File: config.mk
export PLATFORM = sky130hd
export DESIGN_NAME = mfng_queue
export DESIGN_NICKNAME = d
export VERILOG_FILES = /design/src/rtl/mfng_pkg.sv /design/src/rtl/mfng_queue.sv
export SDC_FILE = /design/constraint.sdc
export NUM_CORES = 1
export LEC_CHECK = 0
export BUFFER_PORTS_ARGS = -buffer_cell sky130_fd_sc_hd__buf_4
export CELL_PAD_IN_SITES_DETAIL_PLACEMENT = 0
export CELL_PAD_IN_SITES_GLOBAL_PLACEMENT = 1
export CORE_ASPECT_RATIO = 2
export CORE_MARGIN = 3
export CORE_UTILIZATION = 47
export CTS_CLUSTER_DIAMETER = 40
export CTS_CLUSTER_SIZE = 8
export DETAILED_ROUTE_END_ITERATION = 8
export GPL_ROUTABILITY_DRIVEN = 1
export PLACE_DENSITY = 0.93
export SKIP_CTS_REPAIR_TIMING = 1
export SYNTH_ARGS = -nofsm -noshare
export SYNTH_HDL_FRONTEND = slang
export SYNTH_SLANG_ARGS = --single-unit
File: constraint.sdc
create_clock -name i_clk -period 9.2 [get_ports i_clk]
set_clock_uncertainty 0.15 [all_clocks]
set_input_delay 0 -clock i_clk [delete_from_list [all_inputs] [get_ports i_clk]]
set_output_delay 0 -clock i_clk [all_outputs]
set_load 0.02 [all_outputs]
File: src/rtl/mfng_pkg.sv
`timescale 1ns / 1ps
// ----------------------------------------------------------------------------
// mfng_pkg
// shared widths, hash constants and the job record passed from front to back
// ----------------------------------------------------------------------------
package mfng_pkg;

    localparam int LETTER_BITS     = 5;
    localparam int KEY_LETTERS     = 10;
    localparam int KEY_BITS        = 50;
    localparam int LEN_BITS        = 4;
    localparam int OUT_COUNT_BITS  = 20;
    localparam int SLOT_FIELD_BITS = 20;

    // hash arithmetic: h < HASH_MOD fits 20 bits, h*26+32 fits 25 bits
    localparam int HASH_BITS = 20;
    localparam int PROD_BITS = 25;
    localparam int RED_BITS  = 22;
    localparam logic [HASH_BITS-1:0] HASH_MOD   = 20'd999917;
    localparam logic [4:0]           HASH_RADIX = 5'd26;
    localparam logic [RED_BITS-1:0]  MOD_X1     = 22'd999917;
    localparam logic [RED_BITS-1:0]  MOD_X2     = 22'd1999834;

    typedef struct packed {
        logic [KEY_BITS-1:0]        key;
        logic [SLOT_FIELD_BITS-1:0] slot;
        logic                       count_it;
        logic                       last;
    } t_job;

endpackage

File: src/rtl/mfng_queue.sv
`timescale 1ns / 1ps
// ----------------------------------------------------------------------------
// mfng_queue
// two-entry job queue between the front and the back
// ----------------------------------------------------------------------------
module mfng_queue (
    input  logic           i_clk,
    input  logic           i_rst_n,
    input  logic           i_push,
    input  mfng_pkg::t_job i_job,
    output logic           o_full,
    input  logic           i_pop,
    output mfng_pkg::t_job o_job,
    output logic           o_empty
);
    import mfng_pkg::*;

    t_job       r_data [2];
    logic       r_wptr;
    logic       r_rptr;
    logic [1:0] r_cnt;

    assign o_full  = (r_cnt == 2'd2);
    assign o_empty = (r_cnt == 2'd0);
    assign o_job   = r_data[r_rptr];

    always_ff @(posedge i_clk) begin
        if (!i_rst_n) begin
            r_wptr <= 1'b0;
            r_rptr <= 1'b0;
            r_cnt  <= 2'd0;
        end else begin
            if (i_push) begin
                r_data[r_wptr] <= i_job;
                r_wptr         <= ~r_wptr;
            end
            if (i_pop) begin
                r_rptr <= ~r_rptr;
            end
            if (i_push && !i_pop) begin
                r_cnt <= r_cnt + 2'd1;
            end else if (i_pop && !i_push) begin
                r_cnt <= r_cnt - 2'd1;
            end
        end
    end
endmodule

==> metrics.yaml <==
synth:
  yosys.area.top_type: "edfxtp_1"
  synth-seq-area-share_pct: 81.3
  syn_inst: 247
  netlist_area_um2: 5440
  synth.avg_cell_area_um2: 22.0
  synthMuxAreaShare_pct: 14.9
  synth_top_family_by_area: "multiplexers"
  yosysUniqueCellTypes: 17
  synth.area.top_cells: "edfxtp_1, mux2_2, dfxtp_1, buf_6, xor2_1"
  yosysWarnings: 0
  synthXorXnorAreaFrac_pct: 0.644
  synth_simple_gate_area_share_pct: 1.06
  synth_fa_ha_area_share_pct: 0.230
  ys_ff_latch: 149
  yosysTopAreaCellShare_pct: 79.4
  syn-num-nets: 324
  synth-compound-area-share_pct: 0.230
worst_setup_path:
  start_kind: "flop"
  max_stage_delay_ns: 0.97
  crit_fanout: 72
  cpMaxStageDelayCell: "dfxtp_4"
  critical_path.cell_chain: "mux2_2 > buf_4"
  cp-end-kind: "output port"
  worstPathArrival_ns: 2.03
  cp_data_required_time_ns: 9.05
  path_class: "reg2out"
detailed_routing:
  vias: 3135
  vias_per_cell: 4.91
  antenna_left: 0
  drc: 0
  wl_per_cell_um: 18.1
  drt_iter0_drc: 148
  drtPass1Iterations: 4
  wirelength_um: 11500
floorplanning:
  die_area_um2: 13000
  fp.dieW_um: 82.1
  fp.dieH_um: 158
  start_util_pct: 48.2
  rows: 55
  io_pins: 150
  coreArea_um2: 11300
layout:
  final_nets: 561
  final_common_cell: "buf_4"
  layout-drive-gt1-share_pct: 51.5
  multi_input_area_um2: 941
  final-instance-count-excl-fill: 639
  mostFrequentLayoutCells: "buf_4, edfxtp_1, dlygate4sd3_1"
  regArea_um2: 4430
  post-route-util_pct: 71.0
  n_antenna_cell: 0
  fillers: 672
  area_growth_pct: 47.3
sta:
  hold_violations: 0
  setup_tns_ns: 0
  holdWs_ns: 0.171
  slew_violations: 0
  min_period_ns: 2.18
  maxSlewHeadroom_pct: 33.4
  setup_violations: 0
  post-route-period-util_pct: 23.7
  max_freq_mhz: 460
  rsz0062_at_grt: "false"
  worst_pin_slew_ns: 1.00
outcome:
  run_status: "finished clean"
clock_network:
  clock_path_buffers: 2
  htreeDepth: 4
  cts_buffers: 17
  clk_pin_slew_ns: 0.06
  root_buffer: "clkbuf_16"
  cts.sinks: 149
  clock_latency_ns: 0.40
  cts_tree: "built"
placed_design:
  placed_cells: 531
  io_buffers: 149
  dp_hpwl_um: 6830
  gp_congestion: 0.726
hold_path:
  hp-class: "in2reg"
grt:
  antenna_found_initial: 0
  globalRouteTotalUtil_pct: 15.7
  grt_max_degree: 73
  grt_pass1_vias: 2947
  grt_pass1_wl_um: 14400
  grt-ovfl-total: 0
power:
  power_density_nw_per_um2: 207
  total_leakage_power_nw: 3.01
  vdd_drop_max_mv: 0.152
  p_total_mw: 1.66
job:
  maxCapViolCount: 0
critical path: cells and delay by family (launching register included):
family / cells / cell delay (ns)
buffers and inverters: 1 / 0.17
DFF: 1 / 0.97
muxes: 1 / 0.45
per-stage QoR:
step,setup slack (ns),area [um2]
2_1_floorplan,5.21,5440
3_3_place_gp,7.37,6680
3_5_place_dp,7.31,6680
4_1_cts,7.00,7260
5_1_grt,6.93,8020
6_report,7.02,8020
flip-flops by register name (all words and copies together) (netlist names), named ones only:
signal	count
r_cnt	2
r_data	144
r_wptr	1
r_rptr	1
report_power, final:
| group | switching (mW) | leakage [nW] | internal (mW) |
|---|---|---|---|
| registers | 0.0196 | 1.36 | 0.776 |
| clock network | 0.262 | 0.271 | 0.401 |
| logic | 0.0932 | 1.37 | 0.112 |
kinds of logic (layout without fill, tap and decap cells):
kind of cell | Yosys count | after routing
XOR/XNOR | 4 | 4
AND/OR/NAND/NOR | 10 | 10
adder cells (fa/ha/maj) | 1 | 1
flip-flops | 149 | 149
buffers and inverters | 9 | 259
AO/OA/AOI/OAI | 2 | 2
multiplexers | 72 | 72
worst paths after layout:
| kind | startpoint | endpoint | slack (ns) | cells after the start |
|---|---|---|---|---|
| min reg2reg | r_cnt[1] | r_cnt[1] | 0.38 | 2 |
| max reg2reg | r_wptr | r_data[1][38] | 7.32 | 1 |
| max | flop | o_job[26] | 7.02 | 2 |
| min | i_job[20] | r_data[1][20] | 0.17 | 2 |
final cells by class:
| cell class | instances | area share, % |
|---|---|---|
| Sequential cell | 149 | 55.2 |
| Multi-Input combinational cell | 89 | 11.7 |
| Inverter | 1 | 0.0468 |
| Timing Repair Buffer | 226 | 23.5 |
| Tap cell | 142 | 2.22 |
| Clock inverter | 14 | 1.89 |
| Clock buffer | 18 | 5.35 |
Yosys cell counts:
master and number:
a21boi_1 1, xnor2_1 1, inv_1 1, xor2_1 3, or3_1 1, and2_1 4
ha_1 1, edfxtp_1 144, dfxtp_1 5, nor2_1 2, nand2_1 1, buf_4 1
and2b_2 1, o21ai_0 1, and3_1 1, buf_6 7, mux2_2 72
per-layer routing:
layer | track usage, % | part of all wire [%] | vias up
met2 | 29.8 | 60 | 112
met1 | 13.6 | 33 | 1549
li1 | - | - | 1446
met4 | 9.51 | 3.0 | 0
met5 | 0 | 0 | -
met3 | 4.78 | 4.1 | 28
(Power assumes the default switching activity.)
